===== config.mk =====
export PLATFORM = sky130hd
export DESIGN_NAME = bounded_deque
export DESIGN_NICKNAME = d
export VERILOG_FILES = /design/src/rtl/bdq_pkg.sv /design/src/rtl/bdq_store.sv /design/src/rtl/bounded_deque.sv
export SDC_FILE = /design/constraint.sdc
export NUM_CORES = 1
export LEC_CHECK = 0
export BUFFER_PORTS_ARGS = -buffer_cell sky130_fd_sc_hd__buf_2
export CORE_ASPECT_RATIO = 0.9
export CORE_UTILIZATION = 61
export CTS_CLUSTER_SIZE = 20
export DETAILED_ROUTE_END_ITERATION = 10
export PLACE_DENSITY = 0.79
export SLEW_MARGIN = 20
export SYNTH_ARGS = -nofsm -noshare
export SYNTH_HDL_FRONTEND = slang
export SYNTH_SLANG_ARGS = --single-unit

===== constraint.sdc =====
create_clock -name aclk -period 7 [get_ports aclk]
set_clock_uncertainty 0.15 [all_clocks]
set_input_delay 0.35 -clock aclk [delete_from_list [all_inputs] [get_ports aclk]]
set_output_delay 0.35 -clock aclk [all_outputs]
set_load 0.05 [all_outputs]

===== src/rtl/bdq_pkg.sv =====
package bdq_pkg;

    localparam int VALUE_W       = 32;
    localparam int MODE_W        = 4;
    localparam int STATUS_W      = 2;
    localparam int FILL_W        = 5;
    localparam int DEPTH_DEFAULT = 16;

    typedef enum logic [MODE_W-1:0] {
        MODE_CLEAR     = 4'd0,
        MODE_EMPTY_Q   = 4'd1,
        MODE_PEEK_HEAD = 4'd2,
        MODE_PEEK_TAIL = 4'd3,
        MODE_DROP_HEAD = 4'd4,
        MODE_DROP_TAIL = 4'd5,
        MODE_TAKE_HEAD = 4'd6,
        MODE_TAKE_TAIL = 4'd7,
        MODE_OVW_HEAD  = 4'd8,
        MODE_OVW_TAIL  = 4'd9,
        MODE_PUSH_HEAD = 4'd10,
        MODE_PUSH_TAIL = 4'd11
    } mode_t;

    typedef enum logic [STATUS_W-1:0] {
        STATUS_OK    = 2'd0,
        STATUS_EMPTY = 2'd1,
        STATUS_FULL  = 2'd2
    } status_t;

endpackage


===== src/rtl/bdq_store.sv =====
module bdq_store
    import bdq_pkg::*;
#(
    parameter int DEPTH = DEPTH_DEFAULT,
    localparam int IDX_W = $clog2(DEPTH)
) (
    input  logic               aclk,
    input  logic               en,
    input  logic               we,
    input  logic [IDX_W-1:0]   addr,
    input  logic [VALUE_W-1:0] wdata,
    output logic [VALUE_W-1:0] rdata
);

    logic [VALUE_W-1:0] mem [DEPTH];
    logic [VALUE_W-1:0] rdata_reg;

    always_ff @(posedge aclk) begin
        if (en) begin
            if (we) begin
                mem[addr] <= wdata;
            end
            rdata_reg <= mem[addr];
        end
    end

    assign rdata = rdata_reg;

endmodule


===== src/rtl/bounded_deque.sv =====
// Channel   Direction  Ports                                             Handshake
// request   in         s_mode, s_value                                   s_valid / s_ready
// result    out        m_read_value, m_status, m_is_empty, m_fill_count  m_valid / m_ready
//
// One request per cycle unless the result side stalls; each result is registered in the
// read stage, then in the output register. The ring sits in a single-port memory, read or
// written at most once per request. Reset (aresetn low, synchronous) empties the queue;
// no clearing pass. A stalled result holds the output register; one more request is then
// held in the read stage before s_ready drops.
module bounded_deque
    import bdq_pkg::*;
#(
    parameter int DEPTH = DEPTH_DEFAULT
) (
    input  logic                       aclk,
    input  logic                       aresetn,
    input  logic                       s_valid,
    output logic                       s_ready,
    input  logic [MODE_W-1:0]          s_mode,
    input  logic signed [VALUE_W-1:0]  s_value,
    output logic                       m_valid,
    input  logic                       m_ready,
    output logic signed [VALUE_W-1:0]  m_read_value,
    output logic [STATUS_W-1:0]        m_status,
    output logic                       m_is_empty,
    output logic [FILL_W-1:0]          m_fill_count
);

    localparam int IDX_W = $clog2(DEPTH);
    localparam int CNT_W = $clog2(DEPTH + 1);
    localparam int SUM_W = CNT_W + 1;

    logic [IDX_W-1:0]    head_reg, head_next;
    logic [CNT_W-1:0]    count_reg, count_next;

    logic                s1_valid_reg;
    logic                s1_rd_sel_reg;
    status_t             s1_status_reg;
    logic                s1_empty_reg;
    logic [FILL_W-1:0]   s1_fill_reg;

    logic                m_valid_reg;
    logic [VALUE_W-1:0]  m_read_value_reg;
    status_t             m_status_reg;
    logic                m_is_empty_reg;
    logic [FILL_W-1:0]   m_fill_reg;

    logic                accept;
    logic                advance;
    mode_t               mode;
    status_t             status;
    logic                rd_sel;
    logic                mem_en;
    logic                mem_we;
    logic [IDX_W-1:0]    mem_addr;
    logic [VALUE_W-1:0]  mem_rdata;

    logic [SUM_W-1:0]    push_sum, tail_sum, push_wrap, tail_wrap;
    logic [IDX_W-1:0]    head_inc, head_dec;
    logic                is_empty_now, is_full_now;
    logic [FILL_W+CNT_W-1:0] fill_wide;

    assign advance = s1_valid_reg && (!m_valid_reg || m_ready);
    assign s_ready = !s1_valid_reg || advance;
    assign accept  = s_valid && s_ready;
    assign mode    = mode_t'(s_mode);

    assign push_sum  = SUM_W'(head_reg) + SUM_W'(count_reg);
    assign tail_sum  = push_sum - SUM_W'(1);
    assign push_wrap = (push_sum >= SUM_W'(DEPTH)) ? push_sum - SUM_W'(DEPTH) : push_sum;
    assign tail_wrap = (tail_sum >= SUM_W'(DEPTH)) ? tail_sum - SUM_W'(DEPTH) : tail_sum;
    assign head_inc  = (head_reg == IDX_W'(DEPTH - 1)) ? '0 : head_reg + IDX_W'(1);
    assign head_dec  = (head_reg == '0) ? IDX_W'(DEPTH - 1) : head_reg - IDX_W'(1);

    assign is_empty_now = (count_reg == '0);
    assign is_full_now  = (count_reg == CNT_W'(DEPTH));

    always_comb begin
        head_next  = head_reg;
        count_next = count_reg;
        status     = STATUS_OK;
        rd_sel     = 1'b0;
        mem_en     = 1'b0;
        mem_we     = 1'b0;
        mem_addr   = head_reg;
        case (mode)
            MODE_CLEAR: begin
                head_next  = '0;
                count_next = '0;
            end
            MODE_PEEK_HEAD, MODE_PEEK_TAIL, MODE_TAKE_HEAD, MODE_TAKE_TAIL,
            MODE_DROP_HEAD, MODE_DROP_TAIL, MODE_OVW_HEAD, MODE_OVW_TAIL: begin
                if (is_empty_now) begin
                    status = STATUS_EMPTY;
                end else begin
                    mem_addr = s_mode[0] ? tail_wrap[IDX_W-1:0] : head_reg;
                    if (mode == MODE_PEEK_HEAD || mode == MODE_PEEK_TAIL ||
                        mode == MODE_TAKE_HEAD || mode == MODE_TAKE_TAIL) begin
                        rd_sel = 1'b1;
                        mem_en = 1'b1;
                    end
                    if (mode == MODE_OVW_HEAD || mode == MODE_OVW_TAIL) begin
                        mem_en = 1'b1;
                        mem_we = 1'b1;
                    end
                    if (mode == MODE_DROP_HEAD || mode == MODE_DROP_TAIL ||
                        mode == MODE_TAKE_HEAD || mode == MODE_TAKE_TAIL) begin
                        count_next = count_reg - CNT_W'(1);
                        if (!s_mode[0]) begin
                            head_next = head_inc;
                        end
                        if (count_reg == CNT_W'(1)) begin
                            head_next = '0;
                        end
                    end
                end
            end
            MODE_PUSH_HEAD, MODE_PUSH_TAIL: begin
                if (is_full_now) begin
                    status = STATUS_FULL;
                end else begin
                    mem_en     = 1'b1;
                    mem_we     = 1'b1;
                    count_next = count_reg + CNT_W'(1);
                    if (s_mode[0]) begin
                        mem_addr = push_wrap[IDX_W-1:0];
                    end else begin
                        mem_addr  = head_dec;
                        head_next = head_dec;
                    end
                end
            end
            default: begin
            end
        endcase
    end

    assign fill_wide = {{FILL_W{1'b0}}, count_next};

    bdq_store #(
        .DEPTH (DEPTH)
    ) u_store (
        .aclk  (aclk),
        .en    (accept && mem_en),
        .we    (mem_we),
        .addr  (mem_addr),
        .wdata (s_value),
        .rdata (mem_rdata)
    );

    always_ff @(posedge aclk) begin
        if (!aresetn) begin
            head_reg     <= '0;
            count_reg    <= '0;
            s1_valid_reg <= 1'b0;
            m_valid_reg  <= 1'b0;
        end else begin
            if (accept) begin
                head_reg  <= head_next;
                count_reg <= count_next;
            end
            s1_valid_reg <= accept || (s1_valid_reg && !advance);
            m_valid_reg  <= advance || (m_valid_reg && !m_ready);
        end
    end

    always_ff @(posedge aclk) begin
        if (accept) begin
            s1_rd_sel_reg <= rd_sel;
            s1_status_reg <= status;
            s1_empty_reg  <= (count_next == '0);
            s1_fill_reg   <= fill_wide[FILL_W-1:0];
        end
        if (advance) begin
            m_read_value_reg <= s1_rd_sel_reg ? mem_rdata : '0;
            m_status_reg     <= s1_status_reg;
            m_is_empty_reg   <= s1_empty_reg;
            m_fill_reg       <= s1_fill_reg;
        end
    end

    assign m_valid      = m_valid_reg;
    assign m_read_value = m_read_value_reg;
    assign m_status     = m_status_reg;
    assign m_is_empty   = m_is_empty_reg;
    assign m_fill_count = m_fill_reg;

    assert property (@(posedge aclk) disable iff (!aresetn)
        count_reg <= CNT_W'(DEPTH))
        else $error("entry count beyond depth");

    assert property (@(posedge aclk) disable iff (!aresetn)
        head_reg <= IDX_W'(DEPTH - 1))
        else $error("head index outside ring");

    assert property (@(posedge aclk) disable iff (!aresetn)
        (count_reg == '0) |-> (head_reg == '0))
        else $error("empty queue with head off origin");

    assert property (@(posedge aclk) disable iff (!aresetn)
        accept |=> s1_valid_reg)
        else $error("accepted request lost from read stage");

    assert property (@(posedge aclk) disable iff (!aresetn)
        (m_valid_reg && !m_ready) |=> (m_valid_reg && $stable(m_status_reg)))
        else $error("stalled result changed");

endmodule


* Word-level counts from Yosys, hierarchy flattened *
Memory sizes are Yosys's and may differ from the RTL's. A register that Yosys moved wholly into a read port is not among the register bits.
Index checks and enable logic that the tools add are counted.

storage, ports and cells
  bits in writable memories = 512
  output and inout port bits = 42
  bits of input ports = 40
  memories = 1
  register bits after elaboration = 60

operators by class
  bitwise operators = 1
  reductions and logical operators = 29
  $lt $le $gt $ge = 2
  eq/ne operators = 18
  $add $sub $neg = 8
  muxes and demuxes = 34

memory list
  memory       words  width  rd ports  clocked after Yosys merged registers in  write ports  line             text
  u_store.mem  16     32     1         1                                        1            bdq_store.sv:15  logic [VALUE_W-1:0] mem [DEPTH];

operator list
  cell                   count
  $mux W4                14
  $eq A4 B4 Y1 const B   5
  $eq A4 B3 Y1 const B   4
  $mux W5                3
  $pmux W5 S3            1
  $ge A6 B5 Y1 const B   2
  $pmux W4 S3            1
  $sub A4 B1 Y4 const B  3
  $logic_or A1 B1 Y1     11
  $logic_not A5 Y1       2
  $mux W1                10
  $eq A4 B2 Y1 const B   2
  $logic_not A4 Y1       2
  $ne A2 B2 Y1 const B   4
  $pmux W4 S2            1
  $reduce_or A8 Y1       1
  $reduce_and A7 Y1      1
  $add A4 B5 Y6          1
  $sub A6 B1 Y6 const B  1
  $add A5 B1 Y5 const B  1
  $eq A5 B1 Y1 const B   1
  $eq A5 B5 Y1 const B   1
  $logic_and A1 B1 Y1    5
  $sub A5 B1 Y5 const B  1
  9 further kinds        14

* Logic depth before layout (Yosys ltp) *
Gate-level depths: netlist of the first run.

  word-level depth = 11
  gate-level depth with buffers = 13
  depth with buffers taken out = 9

* Hierarchy *
Synthesis of the first run repeated with hierarchy kept, for this count alone.

second synthesis, totals
  cells, all modules = 1104
  area, all modules = 23236.0 sq um

modules (own cells, without submodules)
  module         area an instance (sq um)  cells each  instances
  bdq_store      20211.9                   843         1
  bounded_deque  3024.2                    261         1

* Worst setup path after synthesis of the first run *
OpenSTA, ideal clock, no wires.

  path type = register to register
  start = reg count_reg[1]
  end = mem u_store.mem[10][0], enable pin
  library setup time = 0.461 ns
  required time = 6.389 ns
  arrival = 4.940 ns
  path buffers = 3
  stages on the path, launching flop included = 12
  path slack = 1.450 ns
  cell sequence = dfxtp_1 > inv_1 > ha_1 > or4b_4 > a22o_1 > or3_1 > buf_2 > nand2_1 > buf_2 > clkbuf_1 > nand2_1 > nor3_1

between the ends
  cells in the longest elaborated chain, start to end = 7
  elaborated cells between the ends (all ways) = 24
  classes of those cells = add/sub (4); order compare (2); eq/ne (1); mux (15); reduce/logical (2)

RTL lines
  what                                           line                  text
  from (decl)                                    bounded_deque.sv:34   logic [CNT_W-1:0] count_reg, count_next;
  from (signal assigned)                         bounded_deque.sv:160  count_reg <= count_next;
  $add A4 B5 Y6                                  bounded_deque.sv:68   assign push_sum = SUM_W'(head_reg) + SUM_W'(count_reg);
  $sub A6 B1 Y6                                  bounded_deque.sv:69   assign tail_sum = push_sum - SUM_W'(1);
  $ge A6 B5 Y1 or $sub A4 B1 Y4 (tied branches)  bounded_deque.sv:71   assign tail_wrap = (tail_sum >= SUM_W'(DEPTH)) ? tail_sum - SUM_W'(DEPTH) : tail_sum;
  $mux W4                                        bounded_deque.sv:71
  $mux W4                                        bounded_deque.sv:96   mem_addr = s_mode[0] ? tail_wrap[IDX_W-1:0] : head_reg;
  $mux W4                                        bounded_deque.sv:93   if (is_empty_now) begin
  $pmux W4 S2                                    bounded_deque.sv:86   case (mode)
  to (decl)                                      bdq_store.sv:15

Several ways; a longest one is shown, not always the timed one.

* Worst setup path after layout of the first run *
  start = reg count_reg[1]
  end = reg u_store.rdata_reg[14], in the netlist u_store.rdata[14] (read register of u_store.mem), data pin

between the ends
  cells in the longest elaborated chain, start to end = 7
  elaborated cells between the ends (all ways) = 19
  classes of those cells = add/sub (4); order compare (2); eq/ne (1); mux (10); reduce/logical (2)

RTL lines
  what                                           line                 text
  $add A4 B5 Y6                                  bounded_deque.sv:68
  $sub A6 B1 Y6                                  bounded_deque.sv:69
  $ge A6 B5 Y1 or $sub A4 B1 Y4 (tied branches)  bounded_deque.sv:71
  $mux W4                                        bounded_deque.sv:71
  $mux W4                                        bounded_deque.sv:96
  $mux W4                                        bounded_deque.sv:93
  $pmux W4 S2                                    bounded_deque.sv:86
  to (decl)                                      bdq_store.sv:16      logic [VALUE_W-1:0] rdata_reg;

Several ways; a longest one is shown, not always the timed one.
A chain may end at the register's enable or synchronous reset.

==> metrics.md, run 1 <==
| Metric | Value |
|---|---|
| Run status | `finished, final reports clean` |
| Synth cell types | `58` |
| Drt wl/cell | `24.9 µm` |
| Slew Limit Fails | `0` |
| Num Clock Sinks | `604` |
| H-tree depth | `2` |
| Row cnt | `68` |
| Crit. End Element | `flip-flop` |
| Clock Latency Late Sink | `0.59 ns` |
| Fmax | `192 MHz` |
| Antenna Nets Post-Route | `0` |
| Top cells by area, synth | `edfxtp_1, mux2i_1, a221oi_1, a21oi_1, nand2_1` |
| Ys async rst share | `0%` |
| Starting Density | `61.8%` |
| Post-synthesis sequential area ratio | `76.2%` |
| Die width | `210 µm` |
| Filler Cells Inserted | `2396` |
| Via-to-Cell Ratio | `6.54` |
| Main combinational cell family by area after synthesis | `compound AO/OA/AOI/OAI gates` |
| Fin area | `0.0268 mm²` |
| Avg Inst Size Synth | `16.0 µm²` |
| Final hold viol count | `0` |
| Mapped cell area | `0.0236 mm²` |
| Final setup TNS | `0 ns` |
| Largest net degree at the start of global routing | `184` |
| Simple-Gate Fraction of Synth Area | `6.20%` |
| XOR/XNOR Fraction of Synth Area | `0.318%` |
| Main flop type after synthesis | `edfxtp_1` |
| Initial antenna violation count | `1` |
| WHS Path Cells | `1` |
| Area Growth Syn to Fin | `13.4%` |
| Mux cell area share after synthesis | `5.25%` |
| Syn Inst Count | `1477` |
| Sw Ratio | `23.6%` |
| P per Cell Area | `292 mW/mm²` |
| Maximum VDD drop | `0.201 mV` |
| Synth Register Bits | `604` |
| Register clock-pin slew on the reported worst setup and hold paths | `0.06 ns` |
| Endpoints failing setup | `0` |
| Synth area leader | `edfxtp_1` |
| Sequential group share of total power | `52.1%` |
| Core box area | `0.0383 mm²` |
| Clk network pwr share | `37.2%` |
| Leakage power | `8.71 nW` |
| Vias in the first global route | `13.4k` |
| Root buffer cell | `clkbuf_16` |
| Ant diodes | `0` |
| Port-buffer cells | `81` |
| TritonCTS Buffers | `55` |
| Yosys top cell area share | `75.3%` |
| Placed cell areas | `0.0247 mm²` |
| Crit path DAT | `5.39 ns` |
| Aggregate global-route resource usage | `26.8%` |
| Hold crit path type | `input pin to flip-flop` |
| DR vias | `13.9k` |
| Total grt overflow | `0` |
| Hpwl dp | `28300 µm` |
| First-pass GRT wire length | `79600 µm` |
| Internal | `5.98 mW` |
| Crit Path Class | `flip-flop to flip-flop` |
| Starting DRT DRC Count | `1626` |
| Crit Path Max Fanout | `183` |
| Fin crit period | `5.21 ns` |
| Post-route DRC | `0` |
| Syn Nets | `1527` |
| Max Cap Violations | `0` |
| Post-synth EDFFs | `593` |
| R2r setup slk | `1.79 ns` |
| Die ar. | `0.0396 mm²` |
| CP Data Required Time | `7.18 ns` |
| Combinational power share | `10.7%` |
| Slew margin rel. | `7.63%` |
| Commonest cells after routing, fill and taps aside | `edfxtp_1, nand2_1, a21oi_1` |
| Die Height | `189 µm` |
| Reg-to-reg startpoint | `count_reg[1]` |
| Synth Area in Compound Gates | `9.35%` |
| Post-Synth Adder-Cell Area | `0.561%` |
| Gp weighted congestion | `0.896` |
| CTS tree | `yes` |
| Synth Warn # | `0` |
| WHS | `0.0254 ns` |
| NetSw | `1.85 mW` |
| Largest register FFs | `512` |
| Final nets | `1639` |
| Max clock buf depth | `3` |
| Hold_sp | `s_value[27]` |
| CP Launch Type | `flip-flop` |
| Routed Wire Length | `52900 µm` |
| Commonest non-fill, non-tap cell in the layout | `edfxtp_1` |
| RSZ-0062 raised after global routing | `no` |
| Worst Reg-to-Reg Cells | `10` |
| Final period utilization | `74.4%` |
| I/O pins | `82` |
| Worst reg2reg endpoint | `u_store.rdata[14]` |
| Share of cells above drive strength 1 | `13.8%` |
| Hold Path End | `u_store.mem[7][27]` |
| Drt first pass iters | `6` |
| Actual slew at the worst max-slew pin | `1.39 ns` |
-- synth_stat cells, types with 3 or more instances --
library cell and instances:
xnor2_1 3, buf_1 13, nand3_1 7, a21oi_1 134, a211oi_1 6, nand2_1 158
nor2b_1 4, o21ai_0 15, nor3b_1 4, ha_1 9, a221oi_1 125, a311oi_1 4
xor2_1 3, and2_1 37, or4_1 32, o21a_1 3, dfxtp_1 11, a21boi_0 7
clkbuf_1 60, edfxtp_1 593, buf_6 4, nor3_1 24, mux2i_1 124, nor2_1 16
inv_1 14, and3_1 4, buf_2 22
-- power by group through the flow --
stage | Sequential, mW | Clock (mW) | Combinational [mW]
floorplan | 4.19 | 0 | 0.526
global placement | 4.15 | 0 | 0.785
detailed placement | 4.15 | 0 | 0.809
CTS | 4.08 | 2.94 | 0.831
global route | 4.08 | 3.08 | 0.898
finish | 4.08 | 2.91 | 0.838
-- per-stage QoR --
stage | utilization (%) | power, mW | setup WS (ns) | instances
after detailed placement | 64.6 | 4.96 | 2.06 | 1988
after global placement | 64.6 | 4.94 | 2.16 | 1988
after floorplan | - | 4.72 | 1.45 | 1477
final | 70.0 | 7.82 | 1.79 | 2124
after global routing | 70.0 | 8.05 | 1.74 | 2124
after CTS | 70.0 | 7.85 | 2.05 | 2124
-- cell families (layout without fill, tap and decap cells) --
kind of cell               count (synthesis)  in the layout
adders and majority gates                 10             10
buffers and inverters                    114            271
and+or+nand+nor                          299            299
xor gates and xnor gates                   7              7
AOI/OAI and AO/OA                        319            319
muxes                                    124            124
DFF                                      604            604
-- worst max path at each step --
stage / from / end / cells past startpoint
finish: count_reg[1] / u_store.rdata[14] / 10
global route: head_reg[0] / u_store.mem[0][5] / 9
CTS: head_reg[0] / u_store.mem[0][5] / 9
detailed placement: head_reg[0] / u_store.mem[4][25] / 9
global placement: count_reg[1] / u_store.rdata[14] / 10
floorplan: count_reg[1] / u_store.mem[10][0] / 11
-- cell type report --
cell class,count,area (µm²),share of cell area [%]
clock buffers,71,1460,5.44
clock inverters,31,284,1.06
inverters,14,52.6,0.196
flip-flops and latches,604,18000,67.3
repair buffers,155,1100,4.09
multi-input cells,759,5270,19.7
well taps,490,613,2.29
-- worst max-delay path: stages, from the launching register on --
cell	delay (ns)
dfxtp_1	0.39
inv_1	0.11
ha_1	0.25
or4b_4	0.53
a22o_1	0.21
or3_1	0.49
nand2_4	0.61
buf_12	0.61
mux2i_1	0.37
a221oi_1	0.13
or4_1	0.55
-- layer usage --
layer / track usage (%) / share of wire [%] / vias to the layer above / wire (µm)
li1: - / - / 6087 / -
met1: 38.2 / 41 / 6968 / 21700
met2: 42.3 / 48 / 721 / 25300
met3: 4.55 / 7.9 / 120 / 4200
met4: 9.43 / 3.1 / 0 / 1650
met5: 0.369 / 0 / - / 0
-- what timing repair did --
action,CTS,global route
resized for setup,0,0
hold endpoints to repair,469,0
setup buffers,0,0
hold buffers,34,0
Note: power is estimated with default switching activity, not from simulation.
==> inputs of run 2 (changes only) <==
--- a/config.mk
+++ b/config.mk
@@ -7,10 +7,10 @@
 export LEC_CHECK = 0
 export BUFFER_PORTS_ARGS = -buffer_cell sky130_fd_sc_hd__buf_2
 export CORE_ASPECT_RATIO = 0.9
-export CORE_UTILIZATION = 61
+export CORE_UTILIZATION = 56
 export CTS_CLUSTER_SIZE = 20
 export DETAILED_ROUTE_END_ITERATION = 10
-export PLACE_DENSITY = 0.79
+export PLACE_DENSITY = 0.76
 export SLEW_MARGIN = 20
 export SYNTH_ARGS = -nofsm -noshare
 export SYNTH_HDL_FRONTEND = slang
==> constraint.sdc (replaced) <==
create_clock -name aclk -period 4.7 [get_ports aclk]
set_clock_uncertainty 0.15 [all_clocks]
set_input_delay 0.235 -clock aclk [delete_from_list [all_inputs] [get_ports aclk]]
set_output_delay 0.235 -clock aclk [all_outputs]
set_load 0.05 [all_outputs]
==> run 2 against run 1 <==
  * Largest cell class unchanged
  * Clock-buffer cell count increased by 4
  * Die area increased by 8.8%
  * Global-route usage decreased by 1.5 points
  * Total power increased by 54%
  * Sequential share of layout area decreased by 1.4 points
  * Highest routed layer is now met5
==> metrics.md, run 2 (same netlist as run 1, synthesis figures left out) <==
| Metric | Value |
|---|---|
| Area Growth Syn to Fin | `15.8% (was 13.4%)` |
| Die ar. | `0.0430 mm² (was 0.0396 mm²)` |
| Hold crit path type | `input pin to flip-flop (unchanged)` |
| I/O pins | `82 (unchanged)` |
| Post-route DRC | `0 (unchanged)` |
| Die Height | `197 µm (was 189 µm)` |
| Post-CTS Hold Buffers | `39 (was 34)` |
| Share of cells above drive strength 1 | `15.0% (was 13.8%)` |
| Largest net degree at the start of global routing | `133 (was 184)` |
| Gp weighted congestion | `0.880 (was 0.896)` |
| Core box area | `0.0418 mm² (was 0.0383 mm²)` |
| Final hold viol count | `0 (unchanged)` |
| TritonCTS Buffers | `59 (was 55)` |
| Num Clock Sinks | `604 (unchanged)` |
| Run status | `finished, final reports clean (unchanged)` |
| Drt first pass iters | `6 (unchanged)` |
| Aggregate global-route resource usage | `25.3% (was 26.8%)` |
| Hpwl dp | `28300 µm (about the same)` |
| Max clock buf depth | `3 (unchanged)` |
| Post-CTS resize count | `0 (unchanged)` |
| Max Cap Violations | `0 (unchanged)` |
| Setup bufs post-CTS | `0 (unchanged)` |
| Ant diodes | `0 (unchanged)` |
| Via-to-Cell Ratio | `6.32 (was 6.54)` |
| Slew margin rel. | `28.2% (was 7.63%)` |
| Leakage power | `8.98 nW (was 8.71 nW)` |
| Endpoints failing setup | `0 (unchanged)` |
| Crit Path Max Fanout | `85 (was 183)` |
| Crit. End Element | `flip-flop (unchanged)` |
| Starting Density | `56.6% (was 61.8%)` |
| Fmax | `238 MHz (was 192 MHz)` |
| Drt wl/cell | `24.2 µm (was 24.9 µm)` |
| Total grt overflow | `0 (unchanged)` |
| DR vias | `13.9k (about the same)` |
| Antenna Nets Post-Route | `0 (unchanged)` |
| P per Cell Area | `439 mW/mm² (was 292 mW/mm²)` |
| Starting DRT DRC Count | `1693 (was 1626)` |
| Clock Latency Late Sink | `0.62 ns (was 0.59 ns)` |
| Commonest non-fill, non-tap cell in the layout | `edfxtp_1 (unchanged)` |
| Root buffer cell | `clkbuf_16 (unchanged)` |
| Die width | `219 µm (was 210 µm)` |
| Row cnt | `71 (was 68)` |
| Final nets | `1662 (was 1639)` |
| RSZ-0062 raised after global routing | `no (unchanged)` |
| Slew Limit Fails | `0 (unchanged)` |
| Port-buffer cells | `81 (unchanged)` |
| Initial antenna violation count | `1 (unchanged)` |
| CTS tree | `yes (unchanged)` |
| First-pass GRT wire length | `80900 µm (was 79600 µm)` |
| Maximum VDD drop | `0.300 mV (was 0.201 mV)` |
| Actual slew at the worst max-slew pin | `1.07 ns (was 1.39 ns)` |
| WHS | `0.169 ns (was 0.0254 ns)` |
| Commonest cells after routing, fill and taps aside | `edfxtp_1, nand2_1, a21oi_1 (unchanged)` |
| Fin crit period | `4.20 ns (was 5.21 ns)` |
| CP Data Required Time | `4.90 ns (was 7.18 ns)` |
| H-tree depth | `2 (unchanged)` |
| Final period utilization | `89.3% (was 74.4%)` |
| Fin area | `0.0274 mm² (was 0.0268 mm²)` |
| Largest register FFs | `512 (unchanged)` |
| Register clock-pin slew on the reported worst setup and hold paths | `0.06 ns (about the same)` |
| Crit path DAT | `4.40 ns (was 5.39 ns)` |
| CP Launch Type | `flip-flop (unchanged)` |
| Filler Cells Inserted | `2851 (was 2396)` |
| Vias in the first global route | `13.6k (was 13.4k)` |
| Placed cell areas | `0.0251 mm² (was 0.0247 mm²)` |
| Routed Wire Length | `53400 µm (was 52900 µm)` |
| Crit Path Class | `flip-flop to flip-flop (unchanged)` |
run 2: cell types whose count changed in the layout (fill, tap and decap cells not counted):
cell | before | now
buf_12 | 4 | 14
buf_4 | 36 | 40
clkbuf_1 | 15 | 11
clkbuf_16 | 56 | 61
clkbuf_8 | 0 | 3
clkinv_1 | 13 | 14
clkinv_2 | 9 | 12
clkinv_8 | 1 | 0
clkinvlp_4 | 2 | 1
dlygate4sd3_1 | 34 | 39
inv_16 | 0 | 1
nor3_2 | 17 | 9
nor3_4 | 0 | 8
run 2: final cells by class:
cell class              instances  area, µm²  area share (%)
clock buffers                  75       1610            5.88
clock inverters                34        299            1.09
inverters                      14       52.6           0.192
multi-input cells             759       5320            19.4
flip-flops and latches        604      18000            65.9
well taps                     547        684            2.50
repair buffers                174       1380            5.03
run 2: worst paths after layout:
check | start | end | slack, ns | cells after the start
worst max-delay path | count_reg[1] | u_store.rdata[5] | 0.50 | 10
worst min register to register | s1_fill_reg[0] | m_fill_count[0] | 0.27 | 0
worst min-delay path | s_mode[0] | head_reg[1] | 0.17 | 4
worst max register to register | count_reg[1] | u_store.rdata[5] | 0.50 | 10
run 2: power breakdown:
part	switching [mW]	leakage (nW)	internal, mW
registers	0.0344	5.46	6.04
clock network	1.95	0.940	2.68
logic	0.862	2.58	0.440
run 2: metrics by stage:
step | util, % | power (mW) | setup WS, ns | TNS (ns) | std cells
after global routing | 65.6 | 12.4 | 0.266 | 0 | 2207
final | 65.6 | 12.0 | 0.501 | 0 | 2207
after floorplan | - | 7.03 | -0.850 | -217.71 | 1477
after detailed placement | 60.1 | 7.45 | 0.549 | 0 | 2059
after CTS | 65.6 | 12.1 | 0.513 | 0 | 2207
after global placement | 60.1 | 7.41 | 0.622 | 0 | 2059
run 2: metal layers:
layer	track usage, %	routed length [µm]	vias to the layer above	part of all wire, %
li1	-	-	6148	-
met1	36.1	21900	6993	41
met2	39.8	25600	696	48
met3	3.95	4430	104	8.3
met4	9.01	1480	2	2.8
met5	0	11	-	0.021
run 2: critical path, cell delays in order, from the launching register on:
cell      delay, ns
dfxtp_1        0.40
inv_1          0.11
ha_1           0.27
or4b_4         0.54
a22o_1         0.21
or3_1          0.48
nand2_4        0.34
buf_12         0.45
mux2i_1        0.29
a221oi_1       0.12
or4_1          0.54
